### src/hdl/tls_pkg.sv
// ----------------------------------------------------------------------------
// tls_pkg
// Shared types and constants for the terrain line-of-sight block.
// ----------------------------------------------------------------------------
`default_nettype none

package tls_pkg;

    // default store side in cells
    localparam int DEF_MAX_SIDE = 256;

    // squared radius up to which a cell in the map and in range is seen without a walk
    localparam logic [16:0] NEAR_R2 = 17'd9;

    // depth of the queue between front and back
    localparam int QDEPTH = 2;

    // register reset values
    localparam logic [8:0]         RST_MAP_SIDE = 9'd256;
    localparam logic [7:0]         RST_RANGE    = 8'd32;
    localparam logic signed [23:0] RST_EYE      = 24'sd0;

    // configuration register indexes
    typedef enum logic [2:0] {
        CFG_MAP_WIDTH   = 3'd0,
        CFG_MAP_HEIGHT  = 3'd1,
        CFG_OBSERVER_X  = 3'd2,
        CFG_OBSERVER_Y  = 3'd3,
        CFG_EYE_OFFSET  = 3'd4,
        CFG_RANGE_CELLS = 3'd5,
        CFG_CELL_METRES = 3'd6
    } t_cfg_idx;

    // input command codes
    typedef enum logic {
        CMD_LOAD  = 1'b0,
        CMD_QUERY = 1'b1
    } t_cmd;

    // what the back end must do with a queued request
    typedef enum logic [1:0] {
        K_LOAD   = 2'd0,
        K_ANSWER = 2'd1,
        K_WALK   = 2'd2
    } t_kind;

    // back end states
    typedef enum logic [2:0] {
        B_IDLE  = 3'd0,
        B_RDO   = 3'd1,
        B_RDT   = 3'd2,
        B_DIV   = 3'd3,
        B_WALK  = 3'd4,
        B_DRAIN = 3'd5,
        B_OUT   = 3'd6
    } t_bstate;

    // effective configuration (map sides already clamped)
    typedef struct packed {
        logic [8:0]         w;
        logic [8:0]         h;
        logic [7:0]         ox;
        logic [7:0]         oy;
        logic signed [23:0] eye;
        logic [7:0]         rng;
    } t_cfg;

    // one classified request
    typedef struct packed {
        t_kind              kind;
        logic               ans;
        logic [7:0]         x;
        logic [7:0]         y;
        logic signed [23:0] hval;
        logic signed [8:0]  dx;
        logic signed [8:0]  dy;
        logic [7:0]         s;
    } t_entry;

endpackage

`default_nettype wire

### src/hdl/tls_front.sv
// ----------------------------------------------------------------------------
// tls_front
// Accepts requests, drops loads outside the store and settles every query
// that needs no ray walk. Walk queries leave with their deltas and step count.
// ----------------------------------------------------------------------------
`default_nettype none

module tls_front import tls_pkg::*; #(
    parameter int MAX_SIDE = DEF_MAX_SIDE
) (
    input  wire                i_clk,
    input  wire                i_rst_n,
    input  t_cfg               i_cfg,
    input  wire                i_valid,
    output logic               o_ready,
    input  wire                i_cmd,
    input  wire [7:0]          i_x,
    input  wire [7:0]          i_y,
    input  wire signed [23:0]  i_hval,
    output logic               o_valid,
    input  wire                i_ready,
    output t_entry             o_entry
);

    logic              r_v;
    t_entry            r_ent;
    t_entry            c_ent;
    logic              c_keep;
    logic signed [8:0] c_dx, c_dy;
    logic [7:0]        c_adx, c_ady;
    logic [15:0]       c_sqx, c_sqy, c_rng2;
    logic [16:0]       c_r2;

    // geometry of the query
    always_comb begin
        c_dx   = $signed({1'b0, i_x}) - $signed({1'b0, i_cfg.ox});
        c_dy   = $signed({1'b0, i_y}) - $signed({1'b0, i_cfg.oy});
        c_adx  = c_dx[8] ? 8'(-c_dx) : c_dx[7:0];
        c_ady  = c_dy[8] ? 8'(-c_dy) : c_dy[7:0];
        c_sqx  = c_adx * c_adx;
        c_sqy  = c_ady * c_ady;
        c_rng2 = i_cfg.rng * i_cfg.rng;
        c_r2   = {1'b0, c_sqx} + {1'b0, c_sqy};
    end

    // classification
    always_comb begin
        c_ent.kind = K_ANSWER;
        c_ent.ans  = 1'b0;
        c_ent.x    = i_x;
        c_ent.y    = i_y;
        c_ent.hval = i_hval;
        c_ent.dx   = c_dx;
        c_ent.dy   = c_dy;
        c_ent.s    = (c_adx > c_ady) ? c_adx : c_ady;
        c_keep     = 1'b1;
        if (i_cmd == CMD_LOAD) begin
            c_ent.kind = K_LOAD;
            c_keep     = (32'(i_x) < MAX_SIDE) && (32'(i_y) < MAX_SIDE);
        end else if ({1'b0, i_x} >= i_cfg.w || {1'b0, i_y} >= i_cfg.h) begin
            c_ent.ans = 1'b0;
        end else if (i_x == i_cfg.ox && i_y == i_cfg.oy) begin
            c_ent.ans = 1'b1;
        end else if (c_r2 > {1'b0, c_rng2}) begin
            c_ent.ans = 1'b0;
        end else if (c_r2 <= NEAR_R2) begin
            c_ent.ans = 1'b1;
        end else begin
            c_ent.kind = K_WALK;
        end
    end

    assign o_ready = !r_v || i_ready;
    assign o_valid = r_v;
    assign o_entry = r_ent;

    // output stage
    always_ff @(posedge i_clk) begin
        if (!i_rst_n) begin
            r_v <= 1'b0;
        end else if (i_valid && o_ready) begin
            r_v <= c_keep;
        end else if (i_ready) begin
            r_v <= 1'b0;
        end
    end

    always_ff @(posedge i_clk) begin
        if (i_valid && o_ready) begin
            r_ent <= c_ent;
        end
    end

endmodule

`default_nettype wire

### config.mk
export PLATFORM = sky130hd
export DESIGN_NAME = tls_front
export DESIGN_NICKNAME = d
export VERILOG_FILES = /design/src/hdl/tls_pkg.sv /design/src/hdl/tls_front.sv
export SDC_FILE = /design/constraint.sdc
export NUM_CORES = 1
export LEC_CHECK = 0
export ABC_AREA = 1
export BUFFER_PORTS_ARGS = -buffer_cell sky130_fd_sc_hd__buf_2
export CAP_MARGIN = 20
export CELL_PAD_IN_SITES_DETAIL_PLACEMENT = 0
export CELL_PAD_IN_SITES_GLOBAL_PLACEMENT = 2
export CORE_MARGIN = 2
export CORE_UTILIZATION = 31
export CTS_BUF_LIST = sky130_fd_sc_hd__clkbuf_4 sky130_fd_sc_hd__clkbuf_8
export DETAILED_ROUTE_END_ITERATION = 8
export PLACE_DENSITY_LB_ADDON = 0.1
export RECOVER_POWER = 100
export SYNTH_ARGS = -nofsm -noshare
export SYNTH_HDL_FRONTEND = slang
export SYNTH_SLANG_ARGS = --single-unit
### constraint.sdc
create_clock -name i_clk -period 8.25 [get_ports i_clk]
set_input_delay 1.2375 -clock i_clk [delete_from_list [all_inputs] [get_ports i_clk]]
set_output_delay 1.2375 -clock i_clk [all_outputs]
set_load 0.05 [all_outputs]
==> summary.md, run 1 <==
| Metric | Value |
|---|---|
| IO Pins | 182 |
| Worst path max stage delay | 0.62 ns |
| Crit path depth | 41 |
| Crit-path leading delay family | adder cells |
| CP Buf/Inv Count | 11 |
| 1st-pass router iterations | 5 |
| Synthesized flop and latch total | 70 |
| Mux cell area share after synthesis | 0.113% |
| Worst Reg2Reg Path Length in Cells | 2 |
| Share of layout cells above drive strength 1 | 31.2% |
| Max cap viols | 1 |
| Post-route ant nets | 0 |
| Hold Path Depth | 2 |
| # DRC | 0 |
| Cell with the most instances after synthesis | inv_1 |
| Input/output buffers | 157 |
| N_diodes | 0 |
| Post-DP HPWL | 21700 um |
| Total GRT Usage | 15.9% |
| Synthesis warning total | 0 |
| Number of placement rows | 65 |
| Seq/Total Area, Yosys | 21.0% |
| Main combinational cell family by area after synthesis | adder cells |
| Antenna violations before repair | 0 |
| Number of global-route vias before repair | 8593 |
| Worst hold endpoint | o_valid |
| Critical path endpoint category | flip-flop |
| Worst Path Arrival | 8.47 ns |
| Pins over their slew limit | 70 |
| Critical path required time | 8.37 ns |
| Initial Util | 31.5% |
| Post-synthesis compound-gate area fraction | 4.28% |
| Largest cells by area after synthesis | edfxtp_1 (21%), fa_1 (21%), ha_1 (17%), inv_1 (11%), nand2_1 (9.0%) |
| Largest net degree at the start of global routing | 70 |
| Routed WL | 25000 um |
| Fin crit share | 101% |
| WL/cell | 12.7 um |
| Mapped Cells | 1192 |
| Post-synth top flop | edfxtp_1 |
| Failing checks | capacitance limit, slew limit, setup timing |
| Placer congestion estimate | 0.766 |
| Final worst slack | -0.0933 ns |
| Post-synthesis adder-cell area fraction | 38.0% |
| Share of Yosys cell area claimed by the top area cell type | 20.8% |
| Synth unique cells | 50 |
| Clk Tree Root Cell | clkbuf_8 |
| Number of clock buffers inserted by TritonCTS | 9 |
| Slew headroom | -156% |
| Most common library cells after synthesis | inv_1 (302), nand2_1 (239), ha_1 (137), fa_1 (103), nor2_1 (89) |
| Die height | 183 um |
| R2r endpoint | o_entry[67] |
| Synthesized cell area | 0.00994 mm2 |
| Fin crit period | 8.34 ns |
| Die W | 183 um |
| Hold Path Origin | o_valid |
| Grt ovf | 0 |
| DR vias | 8347 |
| Status | finished with violations |
| RR Startpoint | o_valid |
| Average vias per placed instance | 4.24 |
| Crit-path slowest cell | fa_2 |
| CTS hold repair buffers | 0 |
| Clock sinks | 70 |
| CTS tree | built |
| Hold Path Class | flip-flop to flip-flop |
| EDFF count, synth | 69 |
| Area leader, netlist | edfxtp_1 |
| Die area | 0.0335 mm2 |
| Worst Clk Skew | 0.00700 ns |
| Worst reg-to-reg setup slack | 4.54 ns |
| DRT iter0 DRCs | 206 |
| Fmax | 0.120 GHz |
| Unrepaired setup endpoints after global routing | yes |
| Layout area overhead | 36.9% |
| Syn_nets | 1543 |
| Clk_lat worst skew | 0.36 ns |
| Ys async rst share | 0% |
| Core Util, Final | 43.1% |
| Most used cell, CP | fa_1 |
| Final Hold Viols | 0 |
| H-tree levels | 3 |
| First-pass GRT wire length | 42300 um |
| Post-layout nets | 1912 |
| Crit path kind | input pin to flip-flop |
| Xor/xnor cell area share of the yosys netlist | 3.91% |
| Worst-Margin Slew | 3.84 ns |
| Core Area | 0.0316 mm2 |
| Startpoint Class | input pin |
| Worst-path maximum fanout | 5 |
| Final setup viols | 3 |
| Simple-gate share of the synthesized area | 20.3% |
| Clock tree buffer depth | 2 |
| Syn Area/Cell | 8.34 um2 |
| Clock transition at the registers of the reported paths | 0.07 ns |
## repair_timing
| item | 4_1_cts | 5_1_grt |
|---|---|---|
| gates resized for setup | 84 | 54 |
| endpoints found under the hold margin | 0 | 0 |
| pin swaps | 85 | 60 |
| setup buffers | 29 | 8 |
| setup endpoints to repair | 3 | 3 |
| gates cloned | 0 | 0 |
## how the worst max path moves through the flow
stage / start / end / slack, ns
after global placement: i_y[0] / o_entry[67] / -0.90
after floorplan: i_x[0] / o_entry[67] / -0.01
after detailed placement: i_y[0] / o_entry[67] / -0.95
after global routing: i_y[0] / o_entry[67] / -0.59
after CTS: i_y[0] / o_entry[68] / -0.17
final: i_x[0] / o_entry[67] / -0.09
## through the flow
stage,cells,worst slack [ns],hold slack (ns),TNS [ns],instance area (um2)
global route,1968,-0.587,0.587,-1.72,13600
global placement,1917,-0.905,0.536,-2.66,12700
floorplan,1192,-0.0110,1.11,-0.0110,10100
finish,1968,-0.0933,0.551,-0.244,13600
CTS,1960,-0.171,0.559,-0.403,13400
detailed placement,1917,-0.946,0.545,-2.75,12700
## metal layers
metal  routed length, um  share of wire (%)  global-route usage, %  vias to the layer above
met4                 195               0.78                   2.34                        0
met5                   0                  0                      0                        -
met2               12100                 48                   27.6                       99
li1                    -                  -                      -                     4411
met3                 636                2.5                   2.54                       13
met1               12100                 48                   21.2                     3824
## cell type report
| type | instances | area [um2] |
|---|---|---|
| fillers | 3312 | 17900 |
| inverters | 311 | 1200 |
| flip-flops and latches | 70 | 2090 |
| multi-input cells | 799 | 7220 |
| repair buffers | 370 | 2350 |
| clock inverters | 6 | 111 |
| well taps | 402 | 503 |
| clock buffers | 10 | 131 |
## logic make-up after synthesis
family	count (synthesis)
mux	1
xor+xnor	35
flops	70
fa+ha+maj	240
compound gates	72
buf+inv	323
simple gates	451
## flip-flops by register name (all words and copies together), names as in the netlist
signal and flops:
o_entry 69, o_valid 1
## tightest hold or removal path, stage by stage, from the launching register on
cell and delay (ns):
dfxtp_1 0.35, nand2_1 0.09, a21boi_0 0.07
## layout by cell type (no fill, tap or decap), types with 7 or more instances in the layout
cell type,instances
a21oi_1,28
a21oi_2,7
buf_2,78
buf_4,198
clkbuf_1,79
clkbuf_8,9
edfxtp_1,69
fa_1,95
fa_2,8
ha_1,121
ha_4,13
inv_1,269
inv_2,29
inv_4,9
nand2_1,219
nand2_2,29
nand2_4,8
nand3_1,47
nand3_2,8
nand4_1,16
nor2_1,73
nor2_2,8
nor2_4,16
o21bai_1,8
xor2_1,19
Power of run 1 is not shown: default switching activity piles up to over one toggle a cycle in this logic, so the estimate is an artifact.
==> inputs of run 2 (changes only) <==
--- a/config.mk
+++ b/config.mk
@@ -12,9 +12,8 @@
 export CELL_PAD_IN_SITES_GLOBAL_PLACEMENT = 2
 export CORE_MARGIN = 2
 export CORE_UTILIZATION = 31
-export CTS_BUF_LIST = sky130_fd_sc_hd__clkbuf_4 sky130_fd_sc_hd__clkbuf_8
 export DETAILED_ROUTE_END_ITERATION = 8
-export PLACE_DENSITY_LB_ADDON = 0.1
+export PLACE_DENSITY_LB_ADDON = 0.05
 export RECOVER_POWER = 100
 export SYNTH_ARGS = -nofsm -noshare
 export SYNTH_HDL_FRONTEND = slang
==> summary.md, run 2 (synthesis gave the netlist of run 1 again) <==
| Metric | Value |
|---|---|
| Die height | 183 um (unchanged) |
| Number of placement rows | 65 (unchanged) |
| IO Pins | 182 (unchanged) |
| Critical path endpoint category | flip-flop |
| # DRC | 0 (unchanged) |
| Input/output buffers | 157 (unchanged) |
| Final worst slack | -0.187 ns (-0.0932 ns) |
| Commonest cells after routing, fill and taps aside | inv_1 (275), nand2_1 (217), buf_4 (201) |
| DRT iter0 DRCs | 282 (+37%) |
| Die area | 0.0335 mm2 (unchanged) |
| Worst-path maximum fanout | 5 (unchanged) |
| Most used cell, CP | fa_1 |
| Max cap viols | 1 (unchanged) |
| Crit-path slowest cell | fa_1 |
| Hold Path Class | flip-flop to flip-flop |
| Clk_lat worst skew | 0.34 ns (-0.02 ns) |
| WL/cell | 12.9 um (+1.7%) |
| Post-route ant nets | 0 (unchanged) |
| H-tree levels | 3 (unchanged) |
| Clock transition at the registers of the reported paths | 0.06 ns (about the same) |
| Worst slack, placed | -0.955 ns (-0.00837 ns) |
| Average vias per placed instance | 4.27 (+0.78%) |
| Worst Path Arrival | 8.63 ns (+0.16 ns) |
| First-pass GRT wire length | 42700 um (+1.1%) |
| Clk Tree Root Cell | clkbuf_16 |
| Placer congestion estimate | 0.774 (+1.1%) |
| Routed WL | 25500 um (+1.9%) |
| RR Startpoint | o_valid |
| Worst path max stage delay | 0.58 ns (-0.04 ns) |
| Status | finished with violations |
| Total GRT Usage | 16.0% (+0.13 points) |
| Number of global-route vias before repair | 8729 (+1.6%) |
| Slew headroom | -32.2% (+120 points) |
| Critical path required time | 8.45 ns (+0.08 ns) |
| Worst-Margin Slew | 1.98 ns (-1.86 ns) |
| CTS tree | built |
| Post-DP HPWL | 22200 um (+2.6%) |
| Antenna violations before repair | 0 (unchanged) |
| Hold Path Origin | o_valid |
| Die W | 183 um (unchanged) |
| Hold_ws | 0.510 ns (-0.0405 ns) |
| Crit-path leading delay family | adder cells |
| Share of layout cells above drive strength 1 | 33.6% (+2.4 points) |
| Failing checks | capacitance limit, slew limit, setup timing |
| Final setup viols | 3 (unchanged) |
| N_diodes | 0 (unchanged) |
| Worst Clk Skew | 0.00275 ns (-0.00424 ns) |
| 1st-pass router iterations | 4 (-1) |
| Initial Util | 31.5% (unchanged) |
| Layout area overhead | 37.7% |
| Startpoint Class | input pin |
| Number of clock buffers inserted by TritonCTS | 9 (unchanged) |
| Core Area | 0.0316 mm2 (unchanged) |
| Clock tree buffer depth | 2 (unchanged) |
| CTS hold repair buffers | 0 (unchanged) |
| Fmax | 0.119 GHz (-1.1%) |
| Post-layout nets | 1916 (+0.21%) |
| Final Hold Viols | 0 (unchanged) |
| Fin crit period | 8.44 ns (+0.0932 ns) |
| Crit path launch | i_y[0] |
| Unrepaired setup endpoints after global routing | yes |
| Flip-flop count of the largest register after layout | 69 (unchanged) |
| Clock sinks | 70 (unchanged) |
| Pins over their slew limit | 23 (-67%) |
| Commonest non-fill, non-tap cell in the layout | inv_1 |
| Crit path kind | input pin to flip-flop |
| Grt ovf | 0 (unchanged) |
| Post-Route Setup TNS | -0.491 ns (-0.247 ns) |
| DR vias | 8429 (+0.98%) |
| CP Buf/Inv Count | 12 (+1) |
| Fin crit share | 102% (+1.1 points) |
| Largest net degree at the start of global routing | 49 (-30%) |
## run 2: worst reg2reg max path: stages, from the launching register on
cell	delay, ns
dfxtp_1	0.32
a21oi_1	1.50
buf_4	0.74
## run 2: cell type report
| class | count | area, um2 |
|---|---|---|
| Clock inverter | 6 | 61.3 |
| Sequential cell | 70 | 2090 |
| Timing Repair Buffer | 374 | 2410 |
| Tap cell | 402 | 503 |
| Inverter | 311 | 1200 |
| Clock buffer | 10 | 239 |
| Multi-Input combinational cell | 799 | 7180 |
| Fill cell | 3296 | 17900 |
## run 2: path summary, 6_finish.rpt
path                            slack (ns)  depth (start not counted)     endpoint
worst max-delay path                 -0.19                         43  o_entry[68]
worst min register to register        0.51                          2      o_valid
worst max register to register        5.28                          2  o_entry[25]
worst min-delay path                  0.51                          2      o_valid
## run 2: repair_timing
action	CTS	global route
buffers inserted	18	17
endpoints found under the setup margin	3	3
hold endpoints to repair	0	0
pin swaps	43	43
resized for setup	50	75
## run 2: layer usage
| metal | track usage (%) | part of all wire (%) | routed length (um) |
|---|---|---|---|
| met4 | 2.75 | 1.4 | 359 |
| met2 | 28.6 | 50 | 12700 |
| met5 | 0 | 0 | 0 |
| met1 | 20.8 | 46 | 11700 |
| met3 | 2.30 | 2.8 | 717 |
## run 2: per-stage QoR
stage	std cells	area [um2]	util, %
2_1_floorplan	1192	10100	-
3_3_place_gp	1922	12700	40.4
3_5_place_dp	1922	12700	40.4
4_1_cts	1955	13300	42.3
5_1_grt	1972	13700	43.4
6_report	1972	13700	43.4
Power of run 2 is left out for the same reason.
