<file path="src/hdl/tls_pkg.sv">
// ----------------------------------------------------------------------------
// tls_pkg
// Shared types and constants for the terrain line-of-sight block.
// ----------------------------------------------------------------------------
`default_nettype none

package tls_pkg;

    // default store side in cells
    localparam int DEF_MAX_SIDE = 256;

    // squared radius up to which a cell in the map and in range is seen without a walk
    localparam logic [16:0] NEAR_R2 = 17'd9;

    // depth of the queue between front and back
    localparam int QDEPTH = 2;

    // register reset values
    localparam logic [8:0]         RST_MAP_SIDE = 9'd256;
    localparam logic [7:0]         RST_RANGE    = 8'd32;
    localparam logic signed [23:0] RST_EYE      = 24'sd0;

    // configuration register indexes
    typedef enum logic [2:0] {
        CFG_MAP_WIDTH   = 3'd0,
        CFG_MAP_HEIGHT  = 3'd1,
        CFG_OBSERVER_X  = 3'd2,
        CFG_OBSERVER_Y  = 3'd3,
        CFG_EYE_OFFSET  = 3'd4,
        CFG_RANGE_CELLS = 3'd5,
        CFG_CELL_METRES = 3'd6
    } t_cfg_idx;

    // input command codes
    typedef enum logic {
        CMD_LOAD  = 1'b0,
        CMD_QUERY = 1'b1
    } t_cmd;

    // what the back end must do with a queued request
    typedef enum logic [1:0] {
        K_LOAD   = 2'd0,
        K_ANSWER = 2'd1,
        K_WALK   = 2'd2
    } t_kind;

    // back end states
    typedef enum logic [2:0] {
        B_IDLE  = 3'd0,
        B_RDO   = 3'd1,
        B_RDT   = 3'd2,
        B_DIV   = 3'd3,
        B_WALK  = 3'd4,
        B_DRAIN = 3'd5,
        B_OUT   = 3'd6
    } t_bstate;

    // effective configuration (map sides already clamped)
    typedef struct packed {
        logic [8:0]         w;
        logic [8:0]         h;
        logic [7:0]         ox;
        logic [7:0]         oy;
        logic signed [23:0] eye;
        logic [7:0]         rng;
    } t_cfg;

    // one classified request
    typedef struct packed {
        t_kind              kind;
        logic               ans;
        logic [7:0]         x;
        logic [7:0]         y;
        logic signed [23:0] hval;
        logic signed [8:0]  dx;
        logic signed [8:0]  dy;
        logic [7:0]         s;
    } t_entry;

endpackage

`default_nettype wire

</file>
<file path="src/hdl/tls_fifo.sv">
// ----------------------------------------------------------------------------
// tls_fifo
// Short request queue between the front and the back end.
// ----------------------------------------------------------------------------
`default_nettype none

module tls_fifo import tls_pkg::*; (
    input  wire     i_clk,
    input  wire     i_rst_n,
    input  wire     i_push,
    output logic    o_ready,
    input  t_entry  i_entry,
    output logic    o_valid,
    input  wire     i_pop,
    output t_entry  o_entry
);

    localparam int PW = (QDEPTH > 1) ? $clog2(QDEPTH) : 1;
    localparam int CW = $clog2(QDEPTH + 1);

    t_entry        r_mem [QDEPTH];
    logic [PW-1:0] r_wp, r_rp;
    logic [CW-1:0] r_cnt;
    logic          c_wr, c_rd;

    assign o_ready = (32'(r_cnt) < QDEPTH);
    assign o_valid = (r_cnt != '0);
    assign o_entry = r_mem[r_rp];
    assign c_wr    = i_push && o_ready;
    assign c_rd    = i_pop && o_valid;

    // pointers and fill count
    always_ff @(posedge i_clk) begin
        if (!i_rst_n) begin
            r_wp  <= '0;
            r_rp  <= '0;
            r_cnt <= '0;
        end else begin
            if (c_wr) begin
                r_wp <= (32'(r_wp) == QDEPTH - 1) ? '0 : r_wp + 1'b1;
            end
            if (c_rd) begin
                r_rp <= (32'(r_rp) == QDEPTH - 1) ? '0 : r_rp + 1'b1;
            end
            if (c_wr && !c_rd) begin
                r_cnt <= r_cnt + 1'b1;
            end else if (c_rd && !c_wr) begin
                r_cnt <= r_cnt - 1'b1;
            end
        end
    end

    always_ff @(posedge i_clk) begin
        if (c_wr) begin
            r_mem[r_wp] <= i_entry;
        end
    end

endmodule

`default_nettype wire

</file>
<file path="config.mk">
export PLATFORM = sky130hd
export DESIGN_NAME = tls_fifo
export DESIGN_NICKNAME = d
export VERILOG_FILES = /design/src/hdl/tls_pkg.sv /design/src/hdl/tls_fifo.sv
export SDC_FILE = /design/constraint.sdc
export NUM_CORES = 1
export LEC_CHECK = 0
export BUFFER_PORTS_ARGS = -buffer_cell sky130_fd_sc_hd__buf_4
export CAP_MARGIN = 20
export CORE_UTILIZATION = 28
export CTS_CLUSTER_DIAMETER = 80
export CTS_CLUSTER_SIZE = 24
export DETAILED_ROUTE_END_ITERATION = 6
export GPL_TIMING_DRIVEN = 0
export PLACE_DENSITY = 0.47
export SYNTH_ARGS = -nofsm -noshare
export SYNTH_HDL_FRONTEND = slang
export SYNTH_SLANG_ARGS = --single-unit
</file>
<file path="constraint.sdc">
create_clock -name i_clk -period 5.1 [get_ports i_clk]
set_input_delay 0.255 -clock i_clk [delete_from_list [all_inputs] [get_ports i_clk]]
set_output_delay 0.255 -clock i_clk [all_outputs]
set_load 0.005 [all_outputs]
</file>
==> results of run 1 <==
-- synthesized netlist by cell type --
cell,n
dfxtp_1,5
mux2_4,10
or2_2,1
o21ai_0,1
ha_1,1
edfxtp_1,138
and2b_1,1
buf_2,5
nor2b_1,2
xor2_1,1
xnor2_1,2
or3_1,1
buf_6,2
and2_1,4
o21ai_1,1
buf_8,1
mux2_2,59
inv_1,1
a21boi_1,1
o21a_1,1
-- where the power goes --
part	leakage (nW)	internal [mW]	total, mW	switching (mW)
Clock	0.294	0.814	1.26	0.449
Combinational	1.09	0.513	0.892	0.379
Sequential	1.33	1.48	1.52	0.0377
Total	2.71	2.81	3.67	0.865
-- sequential cells by signal, summed over array words and instances, names as in the netlist, named ones only --
signal and flops:
r_cnt 2, r_mem 138, r_rp 1, r_wp 1
-- cell type report --
class                           count  share of cell area
Sequential cell                   143               0.585
Timing Repair Buffer              145               0.153
Multi-Input combinational cell     86               0.130
Tap cell                          229              0.0395
Buffer                              8             0.00862
Clock inverter                     12              0.0231
Clock buffer                       20              0.0602
Inverter                            1            0.000517
-- worst paths after layout --
kind / endpoint / slack [ns] / depth (start not counted)
setup / recovery: o_entry[40] / 3.18 / 5
hold / removal: r_mem[0][56] / 0.03 / 1
setup reg to reg: r_mem[0][40] / 3.19 / 3
hold reg to reg: r_cnt[1] / 0.58 / 2
-- critical path: stages, from the launching register on --
cell	delay [ns]
dfxtp_1	0.32
buf_6	0.13
buf_6	0.17
buf_8	0.18
mux2_4	0.31
buf_4	0.14
-- cell families (layout without fill, tap and decap cells) --
logic type               count (synthesis)  count (layout)
buffers and inverters                    9             186
adder cells (fa/ha/maj)                  1               1
flip-flops                             143             143
AND/OR/NAND/NOR                          9               9
XOR/XNOR                                 3               3
AO/OA/AOI/OAI                            4               4
multiplexers                            69              69
-- per-layer routing --
| layer | part of all wire | GRT usage |
|---|---|---|
| met1 | 0.41 | 0.125 |
| met3 | 0.084 | 0.0518 |
| met2 | 0.50 | 0.178 |
| met5 | 0 | 0 |
| met4 | 0.0095 | 0.0439 |
==> flow_metrics.py, run 1 <==
metrics = {
    "run_status": {
        "status": "finished, violations left",
        "violations": "design-rule violations",
    },
    "synth": {
        "synth_top_area_share": 0.790,
        "yosys.area_share.adder": 0.00238,
        "synth_top_family_by_area": "multiplexers",
        "syn_avg_cell_area_sq_um": 22.0,
        "ys_seq_area_frac": 0.809,
        "synth_area_leaders": "edfxtp_1 (79%), mux2_2 (13%), mux2_4 (2.9%)",
        "muxShareOfSynthArea": 0.155,
        "netlist-cell-type-count": 20,
        "ys_ff_latch": 143,
        "synth_xor_area_frac": 0.00501,
        "yosysWarnings": 0,
        "yosysTopAreaCell": "edfxtp_1",
        "synthCells": 238,
        "synthesis.area_sq_mm": 0.00525,
        "yosys.area_share.simple": 0.0110,
        "synth_compound_area_frac": 0.00477,
        "syn-num-nets": 312,
    },
    "route": {
        "dr.pass1.iters": 7,
        "drc": 7,
        "antenna_left": 0,
        "wl_per_cell_um": 15.6,
        "post_drt_via_cell_ratio": 4.24,
        "drt_wl_total_um": 10000,
        "drt_first_iter_violations": 81,
        "dr_total_vias": 2733,
    },
    "sta": {
        "whs_ns": 0.0294,
        "drv_slew": 0,
        "rsz0062_at_grt": "false",
        "tightest_slew_ns": 0.574,
        "max_freq_ghz": 0.520,
        "worst_clock_skew_ns": 0.00674,
        "finalCritPeriodShare": 0.377,
        "relSlewSlack": 0.617,
        "min_period_ns": 1.92,
        "final.setup.worst_slack_ns": 3.18,
        "hold_violations": 0,
        "setup_viol": 0,
        "setup_tns_ns": 0,
    },
    "cts": {
        "h-tree-depth": 4,
        "hold_buffers": 0,
        "cts-buffers-inserted": 17,
        "path_clk_slew_ns": 0.06,
        "ctsResizeCount": 0,
        "cts_tree": "yes",
        "cts_root_buf": "clkbuf_16",
        "worst_skew_pair.late_latency_ns": 0.40,
        "clk_path_buf_depth": 2,
        "post_cts_buffers": 0,
        "clock_sinks": 143,
    },
    "global_route": {
        "gr-total-overflow": 0,
        "grt_max_degree": 38,
        "first_global_vias": 3033,
        "grt_pass1_wl_um": 15800,
        "antenna_found_initial": 0,
        "gr-usage-all-layers": 0.110,
    },
    "placed_design": {
        "dp.cells": 612,
        "gp_congestion": 0.666,
        "port_buffers": 143,
        "place_hpwl_um": 6560,
        "place_ws_ns": 3.15,
        "placed_cell_area_sq_mm": 0.00665,
    },
    "layout": {
        "multi_input_area_sq_um": 941,
        "stdcell_count": 644,
        "fillers": 1684,
        "mostFrequentLayoutCell": "buf_4",
        "antenna_cells": 0,
        "seqCellArea_sq_mm": 0.00424,
        "fin_area_sq_mm": 0.00726,
        "final_cell_mix": "buf_4 (143), edfxtp_1 (138), mux2_2 (59)",
        "nets": 476,
        "final_core_util": 0.400,
        "drive_gt1_frac": 0.605,
        "area_growth_pct": 38.3,
    },
    "floorplan": {
        "rows": 49,
        "start_util": 0.289,
        "coreArea_sq_mm": 0.0181,
        "die_h_um": 139,
        "num_io_pins": 144,
        "die_x_um": 139,
        "die_area_sq_mm": 0.0193,
    },
    "critical_path": {
        "r2r-start": "r_cnt[1]",
        "arrival_ns": 1.67,
        "endpoint_kind": "primary output",
        "cp_max_fo": 10,
        "cp_data_required_time_ns": 4.85,
        "cp-start-kind": "flop",
        "worstSetupPathType": "flop to primary output",
    },
    "pwr": {
        "power_mw": 3.67,
        "leakage_nw": 2.71,
        "power_density_mw_per_mm2": 506,
        "max-vdd-ir-drop_mv": 0.235,
    },
    "flow_run": {
        "maxCapViolations": 0,
    },
    "min_path": {
        "hold_class": "input pin to flop",
        "hold_start": "i_entry[56]",
    },
}
(Power assumes the default switching activity.)
==> inputs of run 2 (changes only) <==
--- a/config.mk
+++ b/config.mk
@@ -12,7 +12,7 @@
 export CTS_CLUSTER_SIZE = 24
 export DETAILED_ROUTE_END_ITERATION = 6
 export GPL_TIMING_DRIVEN = 0
-export PLACE_DENSITY = 0.47
+export PLACE_DENSITY = 0.49
 export SYNTH_ARGS = -nofsm -noshare
 export SYNTH_HDL_FRONTEND = slang
 export SYNTH_SLANG_ARGS = --single-unit
==> constraint.sdc (replaced) <==
create_clock -name i_clk -period 1.54 [get_ports i_clk]
set_input_delay 0.077 -clock i_clk [delete_from_list [all_inputs] [get_ports i_clk]]
set_output_delay 0.077 -clock i_clk [all_outputs]
set_load 0.005 [all_outputs]
==> flow_metrics.py, run 2 (synthesis gave the netlist of run 1 again) <==
metrics = {
    "critical_path": {
        "r2r-end": "r_cnt[1]",
        "crit_family": "flip-flops",
        "rrSetupSlack_ns": 0.11,
        "path_buf_inv": 3,
        "arrival_ns": 1.58,
        "worstSetupPathType": "flop to primary output",
        "slowest_stage": "dfxtp_4",
        "critPathMaxStageDelay_ns": 0.44,
        "path_cells": "buf_12 > buf_16 > mux2_4 > buf_6",
        "cp-start-kind": "flop",
        "endpoint_kind": "primary output",
        "cp_max_fo": 7,
        "worstSetupEndpoint": "o_entry[37]",
        "cp_data_required_time_ns": 1.46,
        "r2r-start": "r_cnt[1]",
        "cp_num_cells": 4,
        "r2r_cells": 4,
    },
    "run_status": {
        "violations": "design-rule violations, negative setup slack",
        "status": "finished, violations left",
    },
    "cts": {
        "clk_path_buf_depth": 2,
        "cts_tree": "yes",
        "worst_skew_pair.late_latency_ns": 0.42,
        "path_clk_slew_ns": 0.06,
        "cts_root_buf": "clkbuf_16",
        "clock_sinks": 143,
        "cts-buffers-inserted": 17,
        "h-tree-depth": 4,
    },
    "placed_design": {
        "gp_congestion": 0.654,
        "place_hpwl_um": 6760,
        "dp.cells": 612,
        "port_buffers": 143,
        "placed_cell_area_sq_mm": 0.00665,
    },
    "floorplan": {
        "die_h_um": 139,
        "coreArea_sq_mm": 0.0181,
        "die_area_sq_mm": 0.0193,
        "rows": 49,
        "num_io_pins": 144,
        "start_util": 0.289,
        "die_x_um": 139,
    },
    "sta": {
        "max_freq_ghz": 0.603,
        "tightest_slew_ns": 0.320,
        "min_period_ns": 1.66,
        "hold_violations": 0,
        "rsz0062_at_grt": "true",
        "relSlewSlack": 0.786,
        "drv_slew": 0,
        "final.setup.worst_slack_ns": -0.117,
        "finalCritPeriodShare": 1.08,
        "setup_tns_ns": -5.05,
        "worst_clock_skew_ns": 0.00644,
        "setup_viol": 62,
    },
    "route": {
        "dr.pass1.iters": 7,
        "post_drt_via_cell_ratio": 4.19,
        "dr_total_vias": 3041,
        "antenna_left": 0,
        "drt_wl_total_um": 11600,
        "drt_first_iter_violations": 122,
        "wl_per_cell_um": 16.0,
        "drc": 9,
    },
    "layout": {
        "nets": 558,
        "mostFrequentLayoutCell": "edfxtp_1",
        "stdcell_count": 725,
        "final_cell_mix": "edfxtp_1 (138), buf_4 (98), dlygate4sd3_1 (70)",
        "largest_reg_flops": 138,
        "area_growth_pct": 62.1,
        "top_register": "r_mem",
        "antenna_cells": 0,
        "fillers": 1597,
        "drive_gt1_frac": 0.538,
        "reg_top3": "r_mem (138), r_cnt (2)",
        "fin_area_sq_mm": 0.00851,
    },
    "flow_run": {
        "maxCapViolations": 0,
    },
    "min_path": {
        "hold_class": "input pin to flop",
    },
    "global_route": {
        "antenna_found_initial": 0,
        "first_global_vias": 3391,
        "gr-usage-all-layers": 0.126,
        "grt_max_degree": 37,
        "gr-total-overflow": 0,
        "grt_pass1_wl_um": 18100,
    },
    "pwr": {
        "power_density_mw_per_mm2": 1550,
        "leakage_nw": 3.28,
        "power_mw": 13.2,
        "max-vdd-ir-drop_mv": 0.744,
    },
}
## run 2: area by class of cell
type / instances / area, sq um / area share
sequential: 143 / 4250 / 0.500
timing repair buffer: 227 / 2210 / 0.260
multi-input combinational: 88 / 1100 / 0.130
clock buffer: 17 / 425 / 0.0500
tap: 229 / 287 / 0.0337
clock inverter: 14 / 126 / 0.0149
buffer: 6 / 97.6 / 0.0115
inverter: 1 / 3.75 / 0.000441
## run 2: worst min path at each step
| stage | slack, ns | depth (start not counted) | end | startpoint |
|---|---|---|---|---|
| final | 0.13 | 4 | r_rp | i_pop |
| after floorplan | 0.18 | 0 | r_mem[0][0] | i_entry[0] |
| after detailed placement | 0.26 | 1 | r_mem[0][27] | i_entry[27] |
| after global placement | 0.26 | 1 | r_mem[0][26] | i_entry[26] |
| after global routing | 0.15 | 4 | r_wp | i_push |
| after CTS | 0.12 | 4 | r_rp | i_pop |
## run 2: power by group
group	switching (mW)	total [mW]	leakage [nW]	internal, mW
logic	1.53	4.21	1.68	2.68
clock network	1.56	3.90	0.264	2.34
registers	0.192	5.10	1.33	4.91
## run 2: timing repair
action                                 in CTS  in global routing
gates cloned                                6                  0
gates resized for setup                    75                 41
setup endpoints to repair                 174                 70
endpoints found under the hold margin     143                  0
hold buffers                               70                  0
pin swaps                                   1                  0
setup buffers                               9                  0
## run 2: routing by layer
layer	vias up	part of all wire	global-route usage	wire length (um)
li1	1430	-	-	-
met1	1510	0.43	0.147	5020
met2	88	0.50	0.211	5800
met3	13	0.053	0.0407	621
met4	0	0.017	0.0561	197
met5	-	0	0	0
## run 2: through the flow
stage	utilization	setup slack (ns)	hold slack (ns)
final	0.469	-0.117	0.134
after global routing	0.469	-0.185	0.155
after CTS	0.464	-0.167	0.116
after detailed placement	0.367	-0.326	0.265
after global placement	0.364	-0.894	0.262
after floorplan	-	-0.284	0.176
## run 2: worst register-to-register path, cell delays in order (launching register included)
cell and delay [ns]:
dfxtp_2 0.35, o21ai_1 0.21, ha_1 0.30, or3_1 0.36
a21boi_1 0.14
==> inputs of run 3 (changes only) <==
--- a/config.mk
+++ b/config.mk
@@ -5,6 +5,7 @@
 export SDC_FILE = /design/constraint.sdc
 export NUM_CORES = 1
 export LEC_CHECK = 0
+export ABC_AREA = 1
 export BUFFER_PORTS_ARGS = -buffer_cell sky130_fd_sc_hd__buf_4
 export CAP_MARGIN = 20
 export CORE_UTILIZATION = 28
@@ -12,6 +13,7 @@
 export CTS_CLUSTER_SIZE = 24
 export DETAILED_ROUTE_END_ITERATION = 6
 export GPL_TIMING_DRIVEN = 0
+export MAX_ROUTING_LAYER = met4
 export PLACE_DENSITY = 0.49
 export SYNTH_ARGS = -nofsm -noshare
 export SYNTH_HDL_FRONTEND = slang
==> flow_metrics.py, run 3 <==
metrics = {
    "run_status": {
        "status": "finished, violations left",
        "violations": "design-rule violations, negative setup slack",
    },
    "synth": {
        "synth_edf_count": 138,
        "yosysTopAreaCell": "edfxtp_1",
        "netlist-cell-type-count": 16,
        "syn_avg_cell_area_sq_um": 21.0,
        "yosysWarnings": 0,
        "ys_seq_area_frac": 0.808,
        "synth_top_area_share": 0.789,
        "yosysMostFrequentCell": "edfxtp_1",
        "yosys.area_share.simple": 0.0121,
        "synth_compound_area_frac": 0.00524,
        "yosys-top-cells-count": "edfxtp_1 (138), mux2_2 (59), mux2_4 (10)",
        "synth-main-ff-cell": "edfxtp_1",
        "synth_xor_area_frac": 0,
        "synth_area_leaders": "edfxtp_1 (79%), mux2_2 (13%), mux2_4 (2.9%)",
        "synth_top_family_by_area": "multiplexers",
        "yosys.area_share.adder": 0.00238,
        "syn-num-nets": 324,
        "ys_ff_latch": 143,
        "synthesis.area_sq_mm": 0.00526,
        "async_flop_share": 0,
        "muxShareOfSynthArea": 0.155,
        "synthCells": 250,
    },
    "critical_path": {
        "arrival_ns": 1.59,
        "cp_max_fo": 7,
        "rrSetupSlack_ns": 0.17,
        "cp-start-kind": "flop",
        "endpoint_kind": "primary output",
        "critPathMaxStageDelay_ns": 0.33,
        "cp_data_required_time_ns": 1.46,
        "crit_family": "buffers and inverters",
        "path_buf_inv": 4,
        "path_cells": "buf_12 > buf_12 > clkbuf_16 > mux2_4 > buf_6",
        "cpMostUsedCell": "buf_12",
        "worstSetupPathType": "flop to primary output",
        "slowest_stage": "dfxtp_2",
    },
    "sta": {
        "worst_clock_skew_ns": 0.00662,
        "max_freq_ghz": 0.600,
        "drv_slew": 0,
        "relSlewSlack": 0.620,
        "hold_violations": 0,
        "finalCritPeriodShare": 1.08,
        "tightest_slew_ns": 0.569,
        "setup_viol": 68,
        "rsz0062_at_grt": "true",
        "whs_ns": 0.0292,
        "final.setup.worst_slack_ns": -0.128,
        "min_period_ns": 1.67,
        "setup_tns_ns": -5.64,
    },
    "floorplan": {
        "die_h_um": 139,
        "die_area_sq_mm": 0.0193,
        "coreArea_sq_mm": 0.0181,
        "start_util": 0.290,
        "num_io_pins": 144,
        "rows": 49,
        "die_x_um": 139,
    },
    "pwr": {
        "p_sw_mw": 3.29,
        "max-vdd-ir-drop_mv": 0.721,
        "combPwrFrac": 0.302,
        "intPower_mw": 10.6,
        "leakage_nw": 3.41,
        "power_density_mw_per_mm2": 1600,
        "clock_power_share": 0.329,
        "power_frac_seq": 0.369,
        "power_mw": 13.9,
        "p_sw_frac": 0.236,
    },
    "layout": {
        "multi_input_area_sq_mm": 0.00108,
        "final_core_util": 0.481,
        "nets": 577,
        "top_register": "r_mem",
        "antenna_cells": 0,
        "reg_top3": "r_mem (138), r_cnt (2)",
        "mostFrequentLayoutCell": "edfxtp_1",
        "seqCellArea_sq_mm": 0.00425,
        "fin_area_sq_mm": 0.00872,
        "drive_gt1_frac": 0.537,
        "area_growth_pct": 66.0,
        "final_cell_mix": "edfxtp_1 (138), buf_4 (105), dlygate4sd3_1 (70)",
        "fillers": 1577,
        "stdcell_count": 745,
        "largest_reg_flops": 138,
    },
    "global_route": {
        "gr-usage-all-layers": 0.124,
        "antenna_found_initial": 0,
        "grt_max_degree": 27,
        "gr-total-overflow": 0,
        "grt_pass1_wl_um": 17400,
        "first_global_vias": 3351,
    },
    "flow_run": {
        "maxCapViolations": 0,
    },
    "placed_design": {
        "port_buffers": 143,
        "placed_cell_area_sq_mm": 0.00675,
        "place_hpwl_um": 6770,
        "place_ws_ns": -0.234,
        "dp.cells": 627,
        "gp_congestion": 0.708,
    },
    "route": {
        "wl_per_cell_um": 15.2,
        "drt_first_iter_violations": 139,
        "drt_wl_total_um": 11300,
        "dr_total_vias": 3127,
        "drc": 8,
        "antenna_left": 0,
        "dr.pass1.iters": 6,
        "post_drt_via_cell_ratio": 4.20,
    },
    "cts": {
        "cts_tree": "yes",
        "clk_path_buf_depth": 2,
        "cts-buffers-inserted": 17,
        "clock_sinks": 143,
        "h-tree-depth": 4,
        "path_clk_slew_ns": 0.05,
        "cts_root_buf": "clkbuf_16",
        "worst_skew_pair.late_latency_ns": 0.41,
    },
    "min_path": {
        "hold_class": "input pin to flop",
    },
}
[run 3: power by group through the flow]
stage	logic (mW)	clock network, mW	registers (mW)
floorplan	1.50	0	5.18
CTS	3.94	4.73	5.13
global route	4.53	4.87	5.18
global placement	2.90	0	5.21
detailed placement	3.11	0	5.20
finish	4.21	4.58	5.13
[run 3: cells by family after synthesis]
family / count (synthesis)
buf+inv: 16
simple gates: 16
fa+ha+maj: 1
mux: 69
flops: 143
compound gates: 5
[run 3: final cells by class]
class	instances	share of cell area
repair buffers	233	0.262
well taps	229	0.0329
plain buffers	8	0.0148
inverters	8	0.00344
flip-flops and latches	143	0.487
clock inverters	14	0.0268
clock buffers	18	0.0492
multi-input cells	92	0.124
[run 3: worst paths after layout]
path | start | to | cells after the start
max reg2reg | r_cnt[1] | r_mem[1][44] | 3
min reg2reg | r_rp | flop | 2
min | i_push | r_wp | 3
max | flop | o_entry[40] | 5
[run 3: worst min-delay path, stage by stage]
cell     delay (ns)
buf_4          0.12
nand2_4        0.11
a21oi_1        0.08
[run 3: layer usage]
layer,share of wire,up-vias,GRT usage,wire length [um]
met5,0,-,-,0
met2,0.50,91,0.199,5680
met3,0.045,7,0.0401,507
li1,-,1482,-,-
met1,0.44,1547,0.148,5010
met4,0.010,0,0.0404,114
[run 3: what timing repair did]
item                                    CTS  global route
hold buffers                             70             0
endpoints found under the setup margin  173            69
resized for setup                        59            50
endpoints found under the hold margin   143             0
pin swaps                                 2             0
gates cloned                              4             1
setup buffers                            10             1
